$ cat src/hdl/sha256_stream_hasher_defines.svh
// ----------------------------------------------------------------------------
// sha256_stream_hasher_defines
// assertion macros shared by the hasher rtl
// ----------------------------------------------------------------------------
`ifndef SHA256_STREAM_HASHER_DEFINES_SVH
`define SHA256_STREAM_HASHER_DEFINES_SVH

`ifndef NO_ASSERTIONS

// expression holds on every clock edge out of reset
`define SHA_ASSERT_ALWAYS(label, clk, rst_n, expr) \
    label: assert property (@(posedge clk) disable iff (!(rst_n)) (expr)) \
        else $error("sha assertion failed");

// consequent holds in the same cycle as the antecedent
`define SHA_ASSERT_SAME(label, clk, rst_n, ante, cons) \
    label: assert property (@(posedge clk) disable iff (!(rst_n)) (ante) |-> (cons)) \
        else $error("sha assertion failed");

// consequent holds in the cycle after the antecedent
`define SHA_ASSERT_NEXT(label, clk, rst_n, ante, cons) \
    label: assert property (@(posedge clk) disable iff (!(rst_n)) (ante) |=> (cons)) \
        else $error("sha assertion failed");

`else

`define SHA_ASSERT_ALWAYS(label, clk, rst_n, expr)
`define SHA_ASSERT_SAME(label, clk, rst_n, ante, cons)
`define SHA_ASSERT_NEXT(label, clk, rst_n, ante, cons)

`endif

`endif

$ cat src/hdl/sha_pkg.sv
// ----------------------------------------------------------------------------
// sha_pkg
// types and constants of the streaming sha-256 hasher
// ----------------------------------------------------------------------------
package sha_pkg;

    // input transfer: one message byte and its flags
    typedef struct packed {
        logic [7:0] data_byte;
        logic       byte_present;
        logic       end_of_message;
    } t_in_item;

    // output transfer: one digest word
    typedef struct packed {
        logic [31:0] digest_word;
        logic [2:0]  word_index;
        logic        last_word;
    } t_out_item;

    // eight 32-bit words: chain value or working variables a..h
    typedef logic [7:0][31:0] t_words8;

    // control from the sequencer to the round unit
    typedef struct packed {
        logic load;     // copy chain value into working variables
        logic round;    // run one compression round
        logic push;     // shift a message word into the schedule window
    } t_core_ctrl;

    // sequencer states
    typedef enum logic [2:0] {
        S_IDLE,
        S_PAD,
        S_ROUND,
        S_FINISH,
        S_OUT
    } t_state;

    localparam logic [7:0] PAD_MARK   = 8'h80;
    localparam logic [5:0] FILL_LAST  = 6'd63;
    localparam logic [5:0] FILL_LEN   = 6'd55;   // next byte lands at offset 56
    localparam logic [5:0] ROUND_LAST = 6'd63;
    localparam logic [2:0] WORD_LAST  = 3'd7;

    localparam t_words8 HASH_INIT = {
        32'h5be0cd19, 32'h1f83d9ab, 32'h9b05688c, 32'h510e527f,
        32'ha54ff53a, 32'h3c6ef372, 32'hbb67ae85, 32'h6a09e667
    };

    localparam logic [63:0][31:0] ROUND_K = {
        32'hc67178f2, 32'hbef9a3f7, 32'ha4506ceb, 32'h90befffa,
        32'h8cc70208, 32'h84c87814, 32'h78a5636f, 32'h748f82ee,
        32'h682e6ff3, 32'h5b9cca4f, 32'h4ed8aa4a, 32'h391c0cb3,
        32'h34b0bcb5, 32'h2748774c, 32'h1e376c08, 32'h19a4c116,
        32'h106aa070, 32'hf40e3585, 32'hd6990624, 32'hd192e819,
        32'hc76c51a3, 32'hc24b8b70, 32'ha81a664b, 32'ha2bfe8a1,
        32'h92722c85, 32'h81c2c92e, 32'h766a0abb, 32'h650a7354,
        32'h53380d13, 32'h4d2c6dfc, 32'h2e1b2138, 32'h27b70a85,
        32'h14292967, 32'h06ca6351, 32'hd5a79147, 32'hc6e00bf3,
        32'hbf597fc7, 32'hb00327c8, 32'ha831c66d, 32'h983e5152,
        32'h76f988da, 32'h5cb0a9dc, 32'h4a7484aa, 32'h2de92c6f,
        32'h240ca1cc, 32'h0fc19dc6, 32'hefbe4786, 32'he49b69c1,
        32'hc19bf174, 32'h9bdc06a7, 32'h80deb1fe, 32'h72be5d74,
        32'h550c7dc3, 32'h243185be, 32'h12835b01, 32'hd807aa98,
        32'hab1c5ed5, 32'h923f82a4, 32'h59f111f1, 32'h3956c25b,
        32'he9b5dba5, 32'hb5c0fbcf, 32'h71374491, 32'h428a2f98
    };

endpackage

$ cat src/hdl/sha_core.sv
// ----------------------------------------------------------------------------
// sha_core
// sha-256 round unit: rolling 16-word schedule window and working
// variables, one round per cycle
// ----------------------------------------------------------------------------
module sha_core (
    input  logic                 i_clk,
    input  sha_pkg::t_core_ctrl  i_ctrl,
    input  logic [31:0]          i_push_word,
    input  logic [31:0]          i_k,
    input  sha_pkg::t_words8     i_chain,
    output sha_pkg::t_words8     o_vars
);
    import sha_pkg::*;

    function automatic logic [31:0] rotr(input logic [31:0] x, input int unsigned n);
        rotr = (x >> n) | (x << (32 - n));
    endfunction

    logic [15:0][31:0] r_w;
    t_words8           r_vars;

    logic [31:0] sig0, sig1, new_w;
    logic [31:0] big0, big1, choose, major, tmp1, tmp2;
    t_words8     n_vars;

    // next schedule word from the window taps
    always_comb begin
        sig0  = rotr(r_w[1], 7) ^ rotr(r_w[1], 18) ^ (r_w[1] >> 3);
        sig1  = rotr(r_w[14], 17) ^ rotr(r_w[14], 19) ^ (r_w[14] >> 10);
        new_w = r_w[0] + sig0 + r_w[9] + sig1;
    end

    // one compression round on a..h
    always_comb begin
        big1   = rotr(r_vars[4], 6) ^ rotr(r_vars[4], 11) ^ rotr(r_vars[4], 25);
        choose = (r_vars[4] & r_vars[5]) ^ (~r_vars[4] & r_vars[6]);
        tmp1   = r_vars[7] + big1 + choose + i_k + r_w[0];
        big0   = rotr(r_vars[0], 2) ^ rotr(r_vars[0], 13) ^ rotr(r_vars[0], 22);
        major  = (r_vars[0] & r_vars[1]) ^ (r_vars[0] & r_vars[2]) ^ (r_vars[1] & r_vars[2]);
        tmp2   = big0 + major;
        n_vars    = r_vars;
        n_vars[7] = r_vars[6];
        n_vars[6] = r_vars[5];
        n_vars[5] = r_vars[4];
        n_vars[4] = r_vars[3] + tmp1;
        n_vars[3] = r_vars[2];
        n_vars[2] = r_vars[1];
        n_vars[1] = r_vars[0];
        n_vars[0] = tmp1 + tmp2;
    end

    // working variables
    always_ff @(posedge i_clk) begin
        if (i_ctrl.load) begin
            r_vars <= i_chain;
        end else if (i_ctrl.round) begin
            r_vars <= n_vars;
        end
    end

    // schedule window: oldest word at the bottom
    always_ff @(posedge i_clk) begin
        if (i_ctrl.push || i_ctrl.round) begin
            for (int i = 0; i < 15; i++) begin
                r_w[i] <= r_w[i + 1];
            end
            r_w[15] <= i_ctrl.push ? i_push_word : new_w;
        end
    end

    assign o_vars = r_vars;

endmodule

$ cat src/hdl/sha256_stream_hasher.sv
// message bytes are accepted while idle; a full 64-byte block then runs its
// rounds (one round per cycle on the shared round unit), then the chain update
// closing a message: padding bytes, one or two blocks of rounds, then 8 digest
// transfers; the input is not ready from close until word 7
// synchronous active-low reset loads the initial hash values and clears the
// bit count; the block is ready right after reset
// ----------------------------------------------------------------------------
// sha256_stream_hasher
// streaming sha-256: byte input, padding sequencer, eight-word digest output
// ----------------------------------------------------------------------------
`include "sha256_stream_hasher_defines.svh"

module sha256_stream_hasher (
    input  logic                i_clk,
    input  logic                i_rst_n,
    input  logic                i_valid,
    output logic                o_ready,
    input  sha_pkg::t_in_item   i_in,
    output logic                o_valid,
    input  logic                i_ready,
    output sha_pkg::t_out_item  o_out
);
    import sha_pkg::*;

    t_state      r_state, n_state;
    t_words8     r_chain;
    logic [63:0] r_msg_bits;
    logic [63:0] r_len;
    logic [5:0]  r_fill;
    logic [23:0] r_acc;
    logic [5:0]  r_round;
    logic [2:0]  r_idx;
    logic        r_closing;
    logic        r_mark_pend;
    logic        r_len_phase;
    logic        r_pad_done;

    logic        in_xfer, out_xfer;
    logic        byte_wr;
    logic        data_wr;
    logic [7:0]  byte_val;
    logic [7:0]  pad_byte;
    logic [63:0] len_shift;
    t_core_ctrl  core_ctrl;
    t_words8     vars;
    logic        round_end;
    logic        digest_end;
    logic        restarted;

    assign in_xfer  = i_valid && o_ready;
    assign out_xfer = o_valid && i_ready;

    // padding byte: marker, zeros, then big-endian bit length
    always_comb begin
        len_shift = r_len << {r_fill[2:0], 3'b000};
        if (r_mark_pend) begin
            pad_byte = PAD_MARK;
        end else if (r_len_phase) begin
            pad_byte = len_shift[63:56];
        end else begin
            pad_byte = 8'h00;
        end
    end

    // sequencer next state and controls
    always_comb begin
        n_state   = r_state;
        byte_wr   = 1'b0;
        data_wr   = 1'b0;
        byte_val  = i_in.data_byte;
        core_ctrl = '0;
        case (r_state)
            S_IDLE: begin
                if (i_valid) begin
                    if (i_in.byte_present) begin
                        byte_wr = 1'b1;
                        data_wr = 1'b1;
                    end
                    if (i_in.byte_present && r_fill == FILL_LAST) begin
                        n_state = S_ROUND;
                    end else if (i_in.end_of_message) begin
                        n_state = S_PAD;
                    end
                end
            end
            S_PAD: begin
                byte_wr  = 1'b1;
                byte_val = pad_byte;
                if (r_fill == FILL_LAST) begin
                    n_state = S_ROUND;
                end
            end
            S_ROUND: begin
                core_ctrl.round = 1'b1;
                if (r_round == ROUND_LAST) begin
                    n_state = S_FINISH;
                end
            end
            S_FINISH: begin
                if (!r_closing) begin
                    n_state = S_IDLE;
                end else if (r_pad_done) begin
                    n_state = S_OUT;
                end else begin
                    n_state = S_PAD;
                end
            end
            S_OUT: begin
                if (i_ready && r_idx == WORD_LAST) begin
                    n_state = S_IDLE;
                end
            end
            default: begin
                n_state = S_IDLE;
            end
        endcase
        core_ctrl.load = (n_state == S_ROUND) && (r_state != S_ROUND);
        core_ctrl.push = byte_wr && (r_fill[1:0] == 2'd3);
    end

    // state register
    always_ff @(posedge i_clk) begin
        if (!i_rst_n) begin
            r_state <= S_IDLE;
        end else begin
            r_state <= n_state;
        end
    end

    // byte fill, bit count, padding flags, chain value, round and word counters
    always_ff @(posedge i_clk) begin
        if (!i_rst_n) begin
            r_chain     <= HASH_INIT;
            r_msg_bits  <= '0;
            r_fill      <= '0;
            r_round     <= '0;
            r_idx       <= '0;
            r_closing   <= 1'b0;
            r_mark_pend <= 1'b0;
            r_len_phase <= 1'b0;
            r_pad_done  <= 1'b0;
        end else begin
            if (byte_wr) begin
                r_fill <= r_fill + 6'd1;
            end
            if (data_wr) begin
                r_msg_bits <= r_msg_bits + 64'd8;
            end
            // start of a new item
            if (in_xfer) begin
                r_closing   <= i_in.end_of_message;
                r_mark_pend <= 1'b1;
                r_len_phase <= 1'b0;
                r_pad_done  <= 1'b0;
            end
            // padding progress
            if (r_state == S_PAD) begin
                r_mark_pend <= 1'b0;
                if (r_fill == FILL_LEN) begin
                    r_len_phase <= 1'b1;
                end
                if (r_len_phase && r_fill == FILL_LAST) begin
                    r_pad_done <= 1'b1;
                end
            end
            if (r_state == S_ROUND) begin
                r_round <= r_round + 6'd1;
            end
            // fold working variables into the chain value
            if (r_state == S_FINISH) begin
                for (int j = 0; j < 8; j++) begin
                    r_chain[j] <= r_chain[j] + vars[j];
                end
            end
            // digest words out, then back to the initial state
            if (out_xfer) begin
                r_idx <= r_idx + 3'd1;
                if (r_idx == WORD_LAST) begin
                    r_chain    <= HASH_INIT;
                    r_msg_bits <= '0;
                    r_closing  <= 1'b0;
                end
            end
        end
    end

    // byte packing and latched message length
    always_ff @(posedge i_clk) begin
        if (byte_wr) begin
            r_acc <= {r_acc[15:0], byte_val};
        end
        if (in_xfer) begin
            r_len <= r_msg_bits + (i_in.byte_present ? 64'd8 : 64'd0);
        end
    end

    sha_core u_core (
        .i_clk       (i_clk),
        .i_ctrl      (core_ctrl),
        .i_push_word ({r_acc, byte_val}),
        .i_k         (ROUND_K[r_round]),
        .i_chain     (r_chain),
        .o_vars      (vars)
    );

    // handshakes and digest output
    assign o_ready           = (r_state == S_IDLE);
    assign o_valid           = (r_state == S_OUT);
    assign o_out.digest_word = r_chain[r_idx];
    assign o_out.word_index  = r_idx;
    assign o_out.last_word   = (r_idx == WORD_LAST);

    // check terms
    assign round_end  = (r_state == S_ROUND) && (r_round == ROUND_LAST);
    assign digest_end = out_xfer && (r_idx == WORD_LAST);
    assign restarted  = (r_state == S_IDLE) && (r_msg_bits == 64'd0);

    // checks
    `SHA_ASSERT_ALWAYS(a_no_overlap, i_clk, i_rst_n, !(o_ready && o_valid))
    `SHA_ASSERT_SAME(a_round_block_full, i_clk, i_rst_n, r_state == S_ROUND, r_fill == 6'd0)
    `SHA_ASSERT_NEXT(a_round_end, i_clk, i_rst_n, round_end, r_state == S_FINISH)
    `SHA_ASSERT_NEXT(a_digest_restart, i_clk, i_rst_n, digest_end, restarted)

endmodule

$ cat config.mk
export PLATFORM = sky130hd
export DESIGN_NAME = sha256_stream_hasher
export DESIGN_NICKNAME = d
export VERILOG_FILES = /design/src/hdl/sha_pkg.sv /design/src/hdl/sha_core.sv /design/src/hdl/sha256_stream_hasher.sv
export VERILOG_INCLUDE_DIRS = /design/src /design/src/hdl
export SDC_FILE = /design/constraint.sdc
export NUM_CORES = 2
export LEC_CHECK = 0
export BUFFER_PORTS_ARGS = -buffer_cell sky130_fd_sc_hd__buf_2
export CORE_UTILIZATION = 42
export DETAILED_ROUTE_END_ITERATION = 8
export GPL_ROUTABILITY_DRIVEN = 0
export SYNTH_ARGS = -nofsm -noshare
export SYNTH_HDL_FRONTEND = slang
export SYNTH_HIERARCHICAL = 1
export SYNTH_SLANG_ARGS = --single-unit
export TNS_END_PERCENT = 1
$ cat constraint.sdc
create_clock -name i_clk -period 11 [get_ports i_clk]
set_clock_uncertainty 0.1 [all_clocks]
set_input_delay 0.55 -clock i_clk [delete_from_list [all_inputs] [get_ports i_clk]]
set_output_delay 0.55 -clock i_clk [all_outputs]
set_load 0.02 [all_outputs]
Yosys cells after proc, flatten, opt, wreduce, memory -nomap -nowiden
Memory sizes are Yosys's and may differ from the RTL's. A register that Yosys moved wholly into a read port is not among the register bits.
Cells that the tools add are included.
{"block": "totals", "output_inout_bits": 38, "input_bits": 14, "mem_count": 1, "word_cells": 161, "mem_bits_ro": 2048, "reg_bits": 1198}
{"memory": "(no name shown)", "words": 64, "width": 32, "read_ports": 1, "rd_ports_with_merged_regs": 1, "wr": 0, "line": "sha256_stream_hasher.sv:201", "text": ".i_k (ROUND_K[r_round]),"}
{"block": "classes", "n_bitwise": 28, "n_reduce_logical": 11, "shift": 1, "n_lt_le_gt_ge": 2, "add_sub_neg": 23, "n_eq_ne": 11, "muxes": 41}
{"op": "two-way mux 256 bit", "n": 5}
{"op": "adder 32 bit", "n": 18}
{"op": "XOR 32 bit", "n": 9}
{"op": "two-way mux 64 bit", "n": 3}
{"op": "AND 32 bit", "n": 5}
{"op": "binary-select mux 32 bit (select 3 bit)", "n": 1}
{"op": "two-way mux 32 bit", "n": 3}
{"op": "adder 64 x 4 -> 64 bit", "n": 1}
{"op": "adder 64 x 4 -> 64 bit, second input constant", "n": 1}
{"op": "<< shifter 64 x 6 -> 64 bit", "n": 1}
{"op": "NOT 32 bit", "n": 1}
{"op": "bitwise OR 10 x 32 -> 32 bit", "n": 1}
{"op": "bitwise OR 13 x 32 -> 32 bit", "n": 1}
{"op": "bitwise OR 14 x 32 -> 32 bit", "n": 1}
{"op": "bitwise OR 15 x 32 -> 32 bit", "n": 1}
{"op": "bitwise OR 19 x 32 -> 32 bit", "n": 1}
{"op": "bitwise OR 21 x 32 -> 32 bit", "n": 1}
{"op": "bitwise OR 25 x 32 -> 32 bit", "n": 1}
{"op": "bitwise OR 26 x 32 -> 32 bit", "n": 1}
{"op": "bitwise OR 30 x 32 -> 32 bit", "n": 1}
{"op": "bitwise OR 7 x 32 -> 32 bit", "n": 1}
{"op": "XOR 32 x 22 -> 32 bit", "n": 1}
{"op": "XOR 32 x 29 -> 32 bit", "n": 1}
{"op": "two-way mux 3 bit", "n": 8}
{"op": "other kinds (22)", "n": 49}

Logic depth before layout (Yosys ltp)
{"block": "depth", "ltp_word": 10, "depth_mapped": 31, "mapped_depth_nobuf": 30}

Modules after synthesis
Netlist, hierarchy kept.
{"mod": "sha_core", "instances": 1, "area_per_inst_um2": 40169.8, "cells_each": 2875}
{"mod": "sha256_stream_hasher", "instances": 1, "area_per_inst_um2": 34307.9, "cells_each": 4113}

Worst setup path after synthesis
No wires, ideal clock.
{"block": "synth_path", "path_type": "flip-flop to flip-flop", "from": "register r_state[0]", "to": "register u_core/r_w[0] (netlist name) (enable)", "t_required_ns": 10.233, "stages_incl_launch_ff": 11, "path_buffers": 4, "arrival_ns": 8.777, "path_slack_ns": 1.456, "setup_ns": 0.667, "path_cell_list": "dfxtp_1 buf_4 nor3_4 and3_1 buf_4 inv_2 nand2_1 and2_1 clkbuf_1 buf_1 or2_2"}
{"item": "start, declared", "line": "sha256_stream_hasher.sv:25", "text": "t_state r_state, n_state;"}
{"item": "start signal, assigned", "line": "sha256_stream_hasher.sv:126", "text": "r_state <= n_state;"}
{"item": "end signal, assigned by index", "line": "sha_core.sv:66", "text": "r_w[i] <= r_w[i + 1];"}
{"item": "end, declared", "line": "sha_core.sv:20", "text": "logic [15:0][31:0] r_w;"}

Worst setup path in the final report
{"block": "layout_path", "from": "register u_core.r_vars, in the netlist u_core/o_vars[154]", "to": "register u_core.r_vars, in the netlist u_core/o_vars[31], data pin"}
{"block": "layout_between", "elab_chain_cells": 10, "elab_cells_between_ends": 16}
{"item": "start, declared", "line": "sha_core.sv:21", "text": "t_words8 r_vars;"}
{"item": "start signal, assigned", "line": "sha_core.sv:56", "text": "r_vars <= i_chain;"}
{"item": "start signal, assigned", "line": "sha_core.sv:58", "text": "r_vars <= n_vars;"}
{"item": "bitwise OR 21 x 32 -> 32 bit / bitwise OR 26 x 32 -> 32 bit (equally long branches)", "line": "sha_core.sv:17", "text": "rotr = (x >> n) | (x << (32 - n));"}
{"item": "XOR 32 bit (2 in a row)", "line": "sha_core.sv:36", "text": "big1 = rotr(r_vars[4], 6) ^ rotr(r_vars[4], 11) ^ rotr(r_vars[4], 25);"}
{"item": "adder 32 bit", "line": "sha_core.sv:38", "text": "tmp1 = r_vars[7] + big1 + choose + i_k + r_w[0];"}
{"item": "adder 32 bit * (3 in a row)", "line": "sha_core.sv:38"}
{"item": "adder 32 bit *", "line": "sha_core.sv:50", "text": "n_vars[0] = tmp1 + tmp2;"}
{"item": "two-way mux 256 bit *", "line": "sha_core.sv:57", "text": "end else if (i_ctrl.round) begin"}
{"item": "two-way mux 256 bit *", "line": "sha_core.sv:55", "text": "if (i_ctrl.load) begin"}
Mark *: on every way between the ends. The rest lies on a longest branch, timed or not. The select of a mux whose other input is x is not followed.
A chain may end at the register's enable or synchronous reset.

==> results.toml <==
[timing]
fin_crit_ns = 8.83
rsz0062_at_grt = "false"
worst_slack_ns = 2.17
worst_pin_slew_ns = 1.31
tns_ns = 0
max_slew_margin_pct = 11.8
fmax_mhz = 113
finalSetupViolations = 0
drv_slew = 0
final_hold_viol_count = 0
fin_crit_sh_pct = 80.3

[floorplanning]
dieHeight_um = 423
dieArea_mm2 = 0.179
fp.dieW_um = 423
rows = 154
start_util_pct = 42.3
ios = 52
coreArea_mm2 = 0.176

[placed_design]
pre_cts_slack_ns = 2.45
placedCellCount = 9090
port_buffers = 51
placed_cell_area_mm2 = 0.0767
dpl.hpwl_um = 168000

[yosys]
synth_area_mm2 = 0.0745
ys_ff_latch = 1224
ys_top_cells_by_count = "edfxtp_1, nand2_1, a21oi_1"
avgSynthCellArea_um2 = 10.7
synth_ff_type = "edfxtp_1"
async_reset_ff_share_pct = 0
ys_types = 117
synth_edf_count = 853
synth_nets = 7592
ys_warn_count = 6
synthCells = 6988
yosysMostFrequentCell = "edfxtp_1"
synth_area_leader_cell = "edfxtp_1"
synth_top_cell_area_share_pct = 34.4
yosys-top-cells-area = "edfxtp_1, dfxtp_1, ha_1"
ys_seq_area_share_pct = 44.4

[final_layout]
nNetsFinal = 7499
nFillCells = 16300
drive_above_1_share_pct = 10.3
syn_to_final_growth_pct = 9.72
fin_cells = 9356
multi_input_area_mm2 = 0.0384
sequential_cell_area_mm2 = 0.0331
final_cell_area_mm2 = 0.0817

[power_and_ir_drop]
leakagePower_nw = 31.0
pwr_density_cell_mw_per_mm2 = 126
finalPower_mw = 10.3
ir_drop_uv = 156

[clock_network]
clk_latency_ns = 0.82
cts_root_buf = "clkbuf_16"
cts_resized = 0
cts_max_level = 4
clkSinkCount = 1224
cts_tree = "built"
cts_made_buffers = 141
clk_path_buf_depth = 3
cts.reportedPaths.clkPinSlew_ns = 0.06
cts_setup_buffers = 0

[drt]
ant_nets = 0
drcViolationCount = 0
drt_wl_total_um = 227000
wl_per_cell_um = 24.3
drtIter0Drc = 6915
routed_via_density = 5.89
dr.pass1.iters = 7
vias = 55100

[worst_setup_path]
crit_top_cell = "fa_1"
cp_top_family = "compound AO/OA/AOI/OAI gates"
path_class = "flop to flop"
reg2regPathDepth = 29
crit_required_ns = 11.46
cp.arrival_ns = 9.29
worstSetupStartpointType = "flop"
cpMaxStageDelayCell = "a2111oi_0"
crit_fanout = 6
cp-end-kind = "flop"
crit_buf_inv = 1
cp.depth = 29
slowest_delay_ns = 1.01

[global_routing]
grt_use_total_pct = 24.8
grt_max_degree = 187
overflow = 0
grt_pass1_vias = 51200
grt_antenna_before_repair = 8
grt_pass1_wl_um = 336000

[run_status]
status = "finished, final reports clean"

[worst_hold_path]
hp-class = "input port to flop"
hold_depth = 4

[flow_run]
maxCapViolCount = 0
-- placed cells by master (no fill, tap or decap), types with 47 or more instances in the layout --
master,n
a211oi_1,67
a21o_1,195
a21oi_1,521
and3_1,56
buf_2,51
buf_4,47
clkbuf_16,143
dfxtp_1,368
edfxtp_1,853
fa_1,195
ha_1,395
inv_1,429
mux2_2,248
mux4_2,82
nand2_1,656
nand2b_1,62
nand3_1,142
nand4_1,64
nor2_1,341
nor2b_1,47
nor3_1,89
o211ai_1,102
o21ai_0,388
o21bai_1,48
or3_1,48
xnor2_1,397
xor2_1,265
-- kinds of logic after synthesis --
kind of cell | count (synthesis) | share of synthesized area, %
compound gates | 1693 | 14.3
flops | 1224 | 44.4
buf+inv | 777 | 4.13
simple gates | 1645 | 10.3
mux | 373 | 6.81
fa+ha+maj | 611 | 12.2
xor+xnor | 665 | 7.87
-- through the flow --
| stage | util (%) | hold WS (ns) |
|---|---|---|
| 3_5_place_dp | 43.6 | 0.305 |
| 5_1_grt | 46.4 | 0.0927 |
| 4_1_cts | 46.4 | 0.0344 |
| 6_report | 46.4 | 0.0945 |
| 2_1_floorplan | - | 0.300 |
| 3_3_place_gp | 43.6 | 0.300 |
-- per-layer routing --
layer | vias up | share of wire, % | global-route usage, % | wire (um)
li1 | 25100 | - | - | -
met1 | 27100 | 44 | 35.5 | 98800
met2 | 2440 | 44 | 37.5 | 99400
met3 | 460 | 8.8 | 4.64 | 20000
met5 | - | 0.011 | 0 | 25
met4 | 4 | 3.9 | 8.77 | 8790
-- worst register-to-register path, delay by kind of cell (launching register included) --
kind                     cells  cell delay [ns]
multiplexers                 1             0.26
adder cells (fa/ha/maj)      6             2.59
XOR/XNOR                     4             1.07
AND/OR/NAND/NOR              4             0.49
buffers and inverters        1             0.05
flip-flops                   1             0.58
AO/OA/AOI/OAI               13             3.42
-- sequential cells by signal (all words and copies together), names as in the netlist, 3 cells and up, named ones only --
register	count
r_acc	24
r_chain	256
r_fill	6
r_idx	3
r_len	61
r_msg_bits	61
r_round	6
r_state	3
u_core/o_vars	256
u_core/r_w	512
-- area by class of cell --
cell class / count / share of cell area, %
inverters: 437 / 2.01
well taps: 2340 / 3.58
flip-flops and latches: 1224 / 40.4
diodes: 3 / 0.00919
clock buffers: 190 / 4.77
repair buffers: 104 / 0.867
multi-input cells: 4987 / 47.0
clock inverters: 71 / 1.29
-- repair_timing --
action,CTS,global route
endpoints found under the setup margin,0,0
hold endpoints to repair,2,0
hold buffers,2,0
-- final timing paths --
kind / slack, ns / from / end
max: 2.17 / u_core/o_vars[154] / u_core/o_vars[31]
min: 0.09 / i_valid / r_state[0]
max reg2reg: 2.17 / u_core/o_vars[154] / u_core/o_vars[31]
min reg2reg: 0.29 / u_core/r_w[511] / u_core/r_w[479]
-- power by group --
part	internal (mW)	total (mW)	switching, mW
Clock	2.93	4.98	2.05
Sequential	4.93	4.94	0.0174
Combinational	0.126	0.353	0.227
Total	7.98	10.3	2.30
Note: power is estimated with default switching activity, not from simulation.
